[src/src/beep_pattern_queue_sequencer_macros.svh]
// assertion macros for the beep pattern queue sequencer
// used by src/beep_pattern_queue_sequencer.sv; needs nothing else
`ifndef BEEP_PATTERN_QUEUE_SEQUENCER_MACROS_SVH
`define BEEP_PATTERN_QUEUE_SEQUENCER_MACROS_SVH
`ifndef NO_ASSERTIONS
// same-cycle implication
`define BPQS_ASSERT_IMPL(lbl, clk, rst, ante, cons) \
   lbl: assert property (@(posedge clk) disable iff (rst) (ante) |-> (cons)) \
      else $error("bpqs assertion failed");
// next-cycle implication
`define BPQS_ASSERT_NEXT(lbl, clk, rst, ante, cons) \
   lbl: assert property (@(posedge clk) disable iff (rst) (ante) |=> (cons)) \
      else $error("bpqs assertion failed");
`else
`define BPQS_ASSERT_IMPL(lbl, clk, rst, ante, cons)
`define BPQS_ASSERT_NEXT(lbl, clk, rst, ante, cons)
`endif
`endif

[src/src/bpqs_pkg.sv]
// package for the beep pattern queue sequencer: queue sizing, field widths,
// phase encoding and the stored pattern entry; depends on nothing
`timescale 1ns / 1ps
`default_nettype none
package bpqs_pkg;

   localparam int QUEUE_DEPTH = 8;
   localparam int SLOT_W      = (QUEUE_DEPTH > 1) ? $clog2(QUEUE_DEPTH) : 1;
   localparam int COUNT_W     = $clog2(QUEUE_DEPTH + 1);
   localparam int SUM_W       = SLOT_W + 1;
   localparam int PENDING_W   = $clog2(QUEUE_DEPTH * 255 + 1);

   localparam int TIME_W      = 32;
   localparam int DUR_W       = 16;
   localparam int REPS_W      = 8;
   localparam int LEVEL_W     = 8;
   localparam int BEEPS_W     = 11;
   localparam int BEEPS_MAX   = 2047;

   localparam logic [LEVEL_W-1:0] RESET_ON_LEVEL = 8'd128;

   // request kinds
   localparam logic REQ_TIME   = 1'b0;
   localparam logic REQ_APPEND = 1'b1;

   typedef enum logic [1:0] {
      PH_IDLE     = 2'd0,
      PH_ARMED    = 2'd1,
      PH_SOUNDING = 2'd2
   } phase_type;

   typedef struct packed {
      logic [DUR_W-1:0]  on_t;
      logic [DUR_W-1:0]  off_t;
      logic [REPS_W-1:0] reps;
   } entry_type;

endpackage
`default_nettype wire

[src/src/beep_pattern_queue_sequencer.sv]
// result: registered; a result beat appears in the cycle after its request beat is taken
// throughput: one request beat per cycle; the single output register is
//   refilled in the cycle it drains, so only a stalled rsp side holds req off
// reset: synchronous, active high; queue empty, phase idle, level 0, time 0,
//   on-level register 128; pattern entries hold no reset value
// file depends on bpqs_pkg and beep_pattern_queue_sequencer_macros.svh
`timescale 1ns / 1ps
`default_nettype none
`include "beep_pattern_queue_sequencer_macros.svh"
module beep_pattern_queue_sequencer
   import bpqs_pkg::*;
(
   input  wire                 clock,
   input  wire                 reset,
   // request channel
   input  wire                 req_valid,
   output logic                req_ready,
   input  wire                 req_type,
   input  wire  [TIME_W-1:0]   req_now_time,
   input  wire  [DUR_W-1:0]    req_on_time,
   input  wire  [DUR_W-1:0]    req_off_time,
   input  wire  [REPS_W-1:0]   req_repeat_count,
   // result channel
   output logic                rsp_valid,
   input  wire                 rsp_ready,
   output logic [LEVEL_W-1:0]  rsp_drive_level,
   output logic [BEEPS_W-1:0]  rsp_beeps_left,
   output logic                rsp_busy_res,
   output logic                rsp_add_dropped,
   // configuration write channel
   input  wire                 csr_valid,
   output logic                csr_ready,
   input  wire  [LEVEL_W-1:0]  csr_drive_on_level
);

   // ---------------------------------------------------------------
   // architectural state
   // ---------------------------------------------------------------
   entry_type              store_ff [QUEUE_DEPTH];   // no reset, written before read
   logic [SLOT_W-1:0]      head_ff,    head_in;
   logic [COUNT_W-1:0]     held_ff,    held_in;
   logic [PENDING_W-1:0]   pending_ff, pending_in;
   phase_type              phase_ff,   phase_in;
   logic [TIME_W-1:0]      last_ff,    last_in;
   logic [DUR_W-1:0]       interval_ff, interval_in;
   logic [LEVEL_W-1:0]     level_ff,   level_in;
   logic [LEVEL_W-1:0]     on_level_ff;

   // output register
   logic                   rsp_valid_ff;
   logic [LEVEL_W-1:0]     rsp_level_ff;
   logic [BEEPS_W-1:0]     rsp_beeps_ff;
   logic                   rsp_busy_ff;
   logic                   rsp_drop_ff;

   logic                   req_beat;
   logic                   is_append;
   logic                   is_time;
   logic                   elapsed_hit;
   logic                   step_en;
   logic [TIME_W-1:0]      elapsed;

   entry_type              head_entry;
   logic [REPS_W-1:0]      head_reps_dec;
   logic                   head_pop;
   logic [SLOT_W-1:0]      head_next;
   logic [SUM_W-1:0]       tail_sum;
   logic [SLOT_W-1:0]      tail_slot;

   logic                   append_ok;
   logic                   append_drop;
   logic                   store_head_wr;
   logic [PENDING_W-1:0]   pending_dec;
   logic [COUNT_W-1:0]     held_dec;

   logic [PENDING_W+BEEPS_W-1:0] pending_wide;
   logic [BEEPS_W-1:0]     beeps_sat;

   // ---------------------------------------------------------------
   // handshakes: output register frees up in the cycle it drains
   // ---------------------------------------------------------------
   assign req_ready = !rsp_valid_ff || rsp_ready;
   assign req_beat  = req_valid && req_ready;
   assign csr_ready = 1'b1;

   assign is_append = req_beat && (req_type == REQ_APPEND);
   assign is_time   = req_beat && (req_type == REQ_TIME);

   // wrapping elapsed time against the current interval
   assign elapsed     = req_now_time - last_ff;
   assign elapsed_hit = elapsed > {{(TIME_W-DUR_W){1'b0}}, interval_ff};
   assign step_en     = is_time && elapsed_hit;

   // ---------------------------------------------------------------
   // queue pointers
   // ---------------------------------------------------------------
   assign head_entry    = store_ff[head_ff];
   assign head_reps_dec = (head_entry.reps != '0) ? head_entry.reps - 1'b1 : head_entry.reps;
   assign head_pop      = (head_reps_dec == '0);
   assign head_next     = (head_ff == SLOT_W'(QUEUE_DEPTH - 1)) ? '0 : head_ff + 1'b1;

   // tail = (head + held) mod depth, held < depth whenever it is used
   assign tail_sum  = SUM_W'(head_ff) + SUM_W'(held_ff);
   assign tail_slot = (tail_sum >= SUM_W'(QUEUE_DEPTH))
                      ? SLOT_W'(tail_sum - SUM_W'(QUEUE_DEPTH))
                      : tail_sum[SLOT_W-1:0];

   // zero-repeat appends are ignored, not flagged
   assign append_drop = is_append && (req_repeat_count != '0)
                        && (held_ff >= COUNT_W'(QUEUE_DEPTH));
   assign append_ok   = is_append && (req_repeat_count != '0)
                        && (held_ff < COUNT_W'(QUEUE_DEPTH));

   assign pending_dec = (pending_ff != '0) ? pending_ff - 1'b1 : pending_ff;
   assign held_dec    = head_pop ? held_ff - 1'b1 : held_ff;

   // ---------------------------------------------------------------
   // phase machine: next state
   // ---------------------------------------------------------------
   always_comb begin
      phase_in = phase_ff;
      if (step_en) begin
         unique case (phase_ff)
            PH_ARMED: begin
               phase_in = (held_ff == '0) ? PH_IDLE : PH_SOUNDING;
            end
            PH_SOUNDING: begin
               // empty queue or nothing left after this beep ends the run
               if (held_ff == '0 || pending_dec == '0 || held_dec == '0) begin
                  phase_in = PH_IDLE;
               end else begin
                  phase_in = PH_ARMED;
               end
            end
            default: begin
               // idle, and the unused code behaves as idle
               phase_in = (pending_ff != '0) ? PH_ARMED : PH_IDLE;
            end
         endcase
      end
   end

   // ---------------------------------------------------------------
   // phase machine: datapath outputs
   // ---------------------------------------------------------------
   always_comb begin
      head_in       = head_ff;
      held_in       = held_ff;
      pending_in    = pending_ff;
      interval_in   = interval_ff;
      level_in      = level_ff;
      last_in       = last_ff;
      store_head_wr = 1'b0;

      if (append_ok) begin
         held_in    = held_ff + 1'b1;
         pending_in = pending_ff + PENDING_W'(req_repeat_count);
      end

      if (step_en) begin
         last_in = req_now_time;
         unique case (phase_ff)
            PH_ARMED: begin
               if (held_ff == '0) begin
                  level_in    = '0;
                  interval_in = '0;
               end else begin
                  level_in    = on_level_ff;
                  interval_in = head_entry.on_t;
               end
            end
            PH_SOUNDING: begin
               level_in = '0;
               if (held_ff == '0) begin
                  interval_in = '0;
               end else begin
                  // one beep off the head entry and the running total
                  store_head_wr = 1'b1;
                  pending_in    = pending_dec;
                  held_in       = held_dec;
                  if (head_pop) begin
                     head_in = head_next;
                  end
                  if (pending_dec == '0 || held_dec == '0) begin
                     interval_in = '0;
                  end else begin
                     interval_in = head_entry.off_t;
                  end
               end
            end
            default: begin
            end
         endcase
      end
   end

   // ---------------------------------------------------------------
   // state registers
   // ---------------------------------------------------------------
   always_ff @(posedge clock) begin
      if (reset) begin
         head_ff     <= '0;
         held_ff     <= '0;
         pending_ff  <= '0;
         phase_ff    <= PH_IDLE;
         last_ff     <= '0;
         interval_ff <= '0;
         level_ff    <= '0;
         on_level_ff <= RESET_ON_LEVEL;
      end else begin
         head_ff     <= head_in;
         held_ff     <= held_in;
         pending_ff  <= pending_in;
         phase_ff    <= phase_in;
         last_ff     <= last_in;
         interval_ff <= interval_in;
         level_ff    <= level_in;
         if (csr_valid && csr_ready) begin
            on_level_ff <= csr_drive_on_level;
         end
      end
   end

   // pattern entries: append writes the tail, a finished beep rewrites the
   // head's repeat count; one beat never does both
   always_ff @(posedge clock) begin
      if (append_ok) begin
         store_ff[tail_slot] <= '{on_t: req_on_time, off_t: req_off_time,
                                  reps: req_repeat_count};
      end else if (store_head_wr) begin
         store_ff[head_ff].reps <= head_reps_dec;
      end
   end

   // ---------------------------------------------------------------
   // result register
   // ---------------------------------------------------------------
   assign pending_wide = (PENDING_W+BEEPS_W)'(pending_in);
   assign beeps_sat    = (pending_wide > (PENDING_W+BEEPS_W)'(BEEPS_MAX))
                         ? BEEPS_W'(BEEPS_MAX) : pending_wide[BEEPS_W-1:0];

   always_ff @(posedge clock) begin
      if (reset) begin
         rsp_valid_ff <= 1'b0;
      end else if (req_beat) begin
         rsp_valid_ff <= 1'b1;
      end else if (rsp_ready) begin
         rsp_valid_ff <= 1'b0;
      end
   end

   always_ff @(posedge clock) begin
      if (req_beat) begin
         rsp_level_ff <= level_in;
         rsp_beeps_ff <= beeps_sat;
         rsp_busy_ff  <= (pending_in != '0);
         rsp_drop_ff  <= append_drop;
      end
   end

   assign rsp_valid       = rsp_valid_ff;
   assign rsp_drive_level = rsp_level_ff;
   assign rsp_beeps_left  = rsp_beeps_ff;
   assign rsp_busy_res    = rsp_busy_ff;
   assign rsp_add_dropped = rsp_drop_ff;

   // ---------------------------------------------------------------
   // assertions
   // ---------------------------------------------------------------
   `BPQS_ASSERT_IMPL(a_sound_has_work, clock, reset, phase_ff == PH_SOUNDING, held_ff != '0 && pending_ff != '0)
   `BPQS_ASSERT_IMPL(a_empty_no_pending, clock, reset, held_ff == '0, pending_ff == '0)
   `BPQS_ASSERT_IMPL(a_level_only_sounding, clock, reset, level_ff != '0, phase_ff == PH_SOUNDING)
   `BPQS_ASSERT_NEXT(a_beat_gives_result, clock, reset, req_beat, rsp_valid_ff)

endmodule
`default_nettype wire
[config.mk]
export PLATFORM = sky130hd
export DESIGN_NAME = beep_pattern_queue_sequencer
export DESIGN_NICKNAME = d
export VERILOG_FILES = /design/src/src/bpqs_pkg.sv /design/src/src/beep_pattern_queue_sequencer.sv
export VERILOG_INCLUDE_DIRS = /design/src /design/src/src
export SDC_FILE = /design/constraint.sdc
export NUM_CORES = 1
export LEC_CHECK = 0
export BUFFER_PORTS_ARGS = -buffer_cell sky130_fd_sc_hd__buf_2
export CORE_MARGIN = 2
export CORE_UTILIZATION = 40
export CTS_CLUSTER_SIZE = 12
export DETAILED_ROUTE_END_ITERATION = 8
export MAX_ROUTING_LAYER = met4
export PLACE_DENSITY_LB_ADDON = 0.25
export SYNTH_ARGS = -nofsm -noshare
export SYNTH_HDL_FRONTEND = slang
export SYNTH_SLANG_ARGS = --single-unit
[constraint.sdc]
create_clock -name clock -period 13.3 [get_ports clock]
set_input_delay 1.33 -clock clock [delete_from_list [all_inputs] [get_ports clock]]
set_output_delay 1.33 -clock clock [all_outputs]
set_load 0.005 [all_outputs]
## Word level (Yosys, flattened, before mapping)

Memory sizes are Yosys's and may differ from the RTL's. A register that Yosys moved wholly into a read port is not among the register bits.
Cells that the tools add are included.

| storage, ports and cells | value |
|---|---|
| logic and storage cells | 97 |
| output and inout port bits | 24 |
| memories | 1 |
| bits in registers | 106 |
| bits of input ports | 86 |
| RAM bits | 320 |

| cells by class | value |
|---|---|
| add/sub/neg operators | 9 |
| equal/unequal tests | 3 |
| multiplexer cells | 39 |
| $lt $le $gt $ge | 5 |
| bitwise gates (word level) | 2 |
| reduce and logical (&&, ||, !) cells | 25 |

Memories:

| name | depth | width | rd ports | clocked after memory_dff | wr ports | RTL line | text |
|---|---|---|---|---|---|---|---|
| store_ff | 8 | 40 | 1 | 1 | 1 | beep_pattern_queue_sequencer.sv:39 | `entry_type store_ff [QUEUE_DEPTH];` |

Operators with widths:

| operator | count |
|---|---|
| two-way mux 11 bit | 5 |
| two-way mux 16 bit | 3 |
| two-way mux 40 bit | 1 |
| OR reduction 40 bit | 1 |
| > comparator 32 x 16 -> 1 bit | 1 |
| one-hot mux 16 bit (2 select lines) | 1 |
| subtractor 32 bit | 1 |
| two-way mux 8 bit | 3 |
| nonzero test 11 bit | 2 |
| two-way mux 4 bit | 5 |
| one-hot mux 8 bit (2 select lines) | 1 |
| nonzero test 8 bit | 2 |
| two-way mux 3 bit | 5 |
| two-way mux 1 bit | 12 |
| adder 11 x 8 -> 11 bit | 1 |
| > comparator 11 bit, second input constant | 1 |
| logical NOT 11 bit | 1 |
| subtractor 11 x 1 -> 11 bit, second input constant | 1 |
| >= comparator 4 bit, second input constant | 2 |
| logical NOT 4 bit | 2 |
| logical NOT 8 bit | 1 |
| subtractor 8 x 1 -> 8 bit, second input constant | 1 |
| logical AND 1 bit | 7 |
| adder 3 x 4 -> 4 bit | 1 |
| 16 further kinds | 22 |

## Depth between registers and ports, before layout

| depth | value |
|---|---|
| depth after elaboration | 11 |
| gate-level depth with buffers | 25 |
| depth with buffers taken out | 24 |

## Worst setup path before layout

OpenSTA, ideal clock, no wires.

| timing path | value |
|---|---|
| kind | input -> register |
| start | input req_now_time[3] |
| end | memory store_ff[0][10] (netlist name) (enable) |
| path buffers | 1 |
| library setup time | 0.461 ns |
| arrival time | 8.127 ns |
| required time | 12.839 ns |
| cell stages on the path | 23 |
| setup slack | 4.712 ns |
| path through | ha_1 and2_1 a221oi_2 a211oi_1 or2_1 a31oi_1 o21bai_1 a21oi_1 xnor2_1 ha_1 nand4_1 nor2_1 a221o_1 a211o_1 a2111oi_0 and4_1 nand4b_1 nor4_4 nand2b_1 buf_2 a31oi_1 o32a_1 nor3_1 |

| between the ends | value |
|---|---|
| word-level cells in the longest chain between the ends | 9 |
| elaborated cells on any way between the ends | 10 |
| classes of those cells | 1 x add/sub; 1 x order compare; 6 x mux; 2 x reduce/logical |

RTL lines:

| what | RTL line | text |
|---|---|---|
| from (decl) | beep_pattern_queue_sequencer.sv:19 | `input wire [TIME_W-1:0] req_now_time,` |
| subtractor 32 bit * | beep_pattern_queue_sequencer.sv:90 | `assign elapsed = req_now_time - last_ff;` |
| > comparator 32 x 16 -> 1 bit * | beep_pattern_queue_sequencer.sv:91 | `assign elapsed_hit = elapsed > {{(TIME_W-DUR_W){1'b0}}, interval_ff};` |
| logical AND 1 bit * | beep_pattern_queue_sequencer.sv:92 | `assign step_en = is_time && elapsed_hit;` |
| two-way mux 1 bit * | beep_pattern_queue_sequencer.sv:160 | `if (step_en) begin` |
| two-way mux 1 bit * | beep_pattern_queue_sequencer.sv:230 | `end else if (store_head_wr) begin` |
| two-way mux 1 bit * | beep_pattern_queue_sequencer.sv:227 | `if (append_ok) begin` |
| two-way mux 1 bit (not written as such) * | beep_pattern_queue_sequencer.sv:231 | `store_ff[head_ff].reps <= head_reps_dec;` |
| OR reduction 40 bit (no source line) * | -- |  |
| two-way mux 3 bit (no source line) / two-way mux 2 bit (equally long branches) | -- |  |
| to (decl) | beep_pattern_queue_sequencer.sv:39 |  |

Every way passes the cells marked *; elsewhere a longest branch is shown, timed or not.

## Worst setup path in the final report

| timing path | value |
|---|---|
| start | input req_now_time[4] |
| end | memory store_ff[2][2] (netlist name) (enable) |

| between the ends | value |
|---|---|
| word-level cells in the longest chain between the ends | 9 |
| elaborated cells on any way between the ends | 10 |
| classes of those cells | 1 x add/sub; 1 x order compare; 6 x mux; 2 x reduce/logical |

RTL lines:

| what | RTL line |
|---|---|
| subtractor 32 bit * | beep_pattern_queue_sequencer.sv:90 |
| > comparator 32 x 16 -> 1 bit * | beep_pattern_queue_sequencer.sv:91 |
| logical AND 1 bit * | beep_pattern_queue_sequencer.sv:92 |
| two-way mux 1 bit * | beep_pattern_queue_sequencer.sv:160 |
| two-way mux 1 bit * | beep_pattern_queue_sequencer.sv:230 |
| two-way mux 1 bit * | beep_pattern_queue_sequencer.sv:227 |
| two-way mux 1 bit (not written as such) * | beep_pattern_queue_sequencer.sv:231 |
| OR reduction 40 bit (no source line) | -- |
| two-way mux 3 bit (no source line) / two-way mux 2 bit (equally long branches) | -- |

Marked as above.

==> flow_metrics.tcl <==
set metrics [dict create \
    area_growth_pct 13.4 \
    grtUsageTotal 0.183 \
    syn_inst 1529 \
    crit_required_ps 13500 \
    synth-async-reset-ratio 0 \
    end_kind "flop" \
    synth-edff-count 341 \
    ir_drop_v 0.000123 \
    arrival_ps 8330 \
    yosysMostFrequentCell "edfxtp_1" \
    path_class "in2reg" \
    yosysTopAreaCell "edfxtp_1" \
    tritoncts "done" \
    yosysWarningCount 0 \
    synthTopCellsByCount "edfxtp_1, nor2_1, nand2_1, dfxtp_1, inv_1" \
    root_buffer "clkbuf_16" \
    wl_mm 47.0 \
    start_util 0.407 \
    die_h_um 230 \
    synth_top_area_frac 0.501 \
    place_ws_ps 4630 \
    cts.sinks 429 \
    synth_area_leaders "edfxtp_1, dfxtp_1, mux4_2" \
    crit_family "compound AO/OA/AOI/OAI gates" \
    max_freq_mhz 123 \
    setup_viol 0 \
    diodes 0 \
    skew_ps 24.2 \
    ys_ff_latch 429 \
    clock_latency_ps 600 \
    first_iter_violations 783 \
    worst-path-buf-inv 3 \
    core_um2 50300 \
    post_cts_resized 0 \
    syn_nets 1683 \
    grt_first_pass_wirelength_mm 72.9 \
    cp_max_fo 57 \
    final.period_utilization 0.611 \
    hp-class "reg2reg" \
    drc 0 \
    status "finished clean" \
    hpwl_mm 29.9 \
    power.density_nw_per_um2 132 \
    total_power_mw 3.07 \
    leakagePower_nw 8.07 \
    first_pass_iters 5 \
    grt_max_degree 86 \
    cap_violations 0 \
    fin_nets 1783 \
    synth.distinct_cells 87 \
    antenna_found_initial 1 \
    yosysSeqAreaShare 0.587 \
    worstMarginPinSlew_ps 1090 \
    cts.clk_slew.worst_paths_ps 60 \
    startpoint_type "input pin" \
    postCtsSetupBuffers 0 \
    syn_area_um2 20400 \
    postRouteAntennaNets 0 \
    place.gp.congestion 0.935 \
    cts_max_level 2 \
    slew_violations 0 \
    rsz0062_at_grt "no" \
    io_pins 110 \
    hold_ws_ps 461 \
    drt-vias-per-instance 5.43 \
    fillers 4504 \
    portBuffers 108 \
    synth-main-ff-cell "edfxtp_1" \
    min_period_ps 8130 \
    rows 82 \
    dieWidth_um 230 \
    fin_ws_ps 5170 \
    cts_buffer_depth 3 \
    tns_ps 0 \
    die_area_um2 52900 \
    synth.avg_cell_area_um2 13.4 \
    hold_viol_final 0 \
    cpPeakStageDelay_ps 770 \
    vias 12700 \
    drive_gt1_frac 0.197 \
    ctsHoldBuffers 0 \
    grt-ovfl-total 0 \
    relSlewSlack 0.269 \
    grt_pass1_vias 12600 \
    crit_slowest_cell "nor2_1" \
    cts_buffers 46 \
    wl_per_cell_um 20.1 \
]
-- path summary, 6_finish.rpt --
kind                            slack (ps)               startpoint  depth (start not counted)                        to
worst max-delay path                  5170          req_now_time[4]                         25  store_ff[2][2]$_DFFE_PP_
worst min-delay path                   460   level_ff[4]$_SDFF_PP0_                          2    level_ff[4]$_SDFF_PP0_
worst max register to register        5670  last_ff[4]$_SDFFE_PP0N_                         25  store_ff[2][2]$_DFFE_PP_
worst min register to register         460   level_ff[4]$_SDFF_PP0_                          2    level_ff[4]$_SDFF_PP0_
-- where the power goes --
group          internal [mW]  total [mW]  switching (mW)
Clock                  0.759        1.29           0.527
Sequential              1.47        1.48          0.0114
Combinational          0.114       0.298           0.185
Total                   2.35        3.07           0.723
-- final cells by class --
| cell class | instances | area [um2] | share of cell area |
|---|---|---|---|
| inverter | 77 | 289 | 0.0125 |
| sequential | 429 | 12000 | 0.518 |
| clock buffer | 63 | 1210 | 0.0524 |
| clock inverter | 18 | 278 | 0.0120 |
| multi-input combinational | 952 | 7880 | 0.340 |
| tap | 672 | 841 | 0.0363 |
| timing repair buffer | 123 | 656 | 0.0283 |
-- logic make-up (layout without fill, tap and decap cells) --
logic type | Yosys count | after routing | synth area share
XOR/XNOR | 40 | 40 | 0.0171
flip-flops | 429 | 429 | 0.587
other | 1 | 1 | 0.000183
adder cells (fa/ha/maj) | 68 | 68 | 0.0427
buffers and inverters | 148 | 281 | 0.0294
multiplexers | 170 | 170 | 0.136
AO/OA/AOI/OAI | 244 | 244 | 0.0855
AND/OR/NAND/NOR | 429 | 429 | 0.102
-- sequential cells by signal, indices dropped and copies added (netlist names), 3 cells and up, named ones only --
signal and cells:
head_ff 3, held_ff 4, level_ff 8, interval_ff 16, pending_ff 11, last_ff 32
rsp_drive_level 8, on_level_ff 8, store_ff 320, rsp_beeps_left 11
-- per-layer routing --
metal	up-vias	GRT usage	routed length (um)
met3	73	0.0351	2510
li1	6004	-	-
met2	313	0.287	21900
met5	-	-	0
met1	6278	0.244	21500
met4	0	0.0466	1080
-- metrics by stage --
| stage | util | cells | cell area, um2 |
|---|---|---|---|
| 6_report | 0.461 | 2334 | 23200 |
| 5_1_grt | 0.461 | 2334 | 23200 |
| 4_1_cts | 0.461 | 2334 | 23200 |
| 3_5_place_dp | 0.431 | 2253 | 21700 |
| 3_3_place_gp | 0.431 | 2253 | 21700 |
| 2_1_floorplan | - | 1529 | 20400 |
-- worst reg2reg max path, delay by kind of cell (launching register included) --
family	cells	cell delay (ps)
xor+xnor	1	200
buf+inv	3	880
simple gates	9	2320
mux	1	380
flops	1	330
compound gates	9	2500
fa+ha+maj	2	620
-- layout by cell type, fill, tap and decap left out, types with 6 or more instances in the layout --
cell / synthesis / layout
edfxtp_1: 341 / 341
o21ai_0: 25 / 25
a31oi_1: 6 / 6
nor2b_1: 15 / 15
buf_2: 13 / 107
a21oi_1: 73 / 73
a21o_1: 11 / 11
nor2_1: 135 / 135
o21ai_1: 8 / 8
inv_1: 77 / 77
mux4_1: 6 / 6
nand3_1: 25 / 25
o21a_1: 7 / 7
buf_4: 1 / 16
and2_1: 43 / 43
nor4_1: 11 / 11
a211oi_1: 24 / 24
mux4_2: 74 / 74
o31ai_1: 10 / 10
nand4_1: 13 / 13
nand2b_1: 14 / 13
a211oi_2: 19 / 19
clkbuf_1: 38 / 17
xnor2_1: 26 / 26
clkbuf_16: 0 / 46
nor3_2: 1 / 9
nor3_1: 37 / 29
mux2_2: 18 / 18
bufinv_16: 0 / 6
ha_1: 65 / 65
dfxtp_1: 88 / 85
nand2_1: 100 / 100
o211ai_1: 8 / 8
xor2_1: 14 / 14
mux2i_1: 66 / 66
Power figures use the tool's default switching activity.
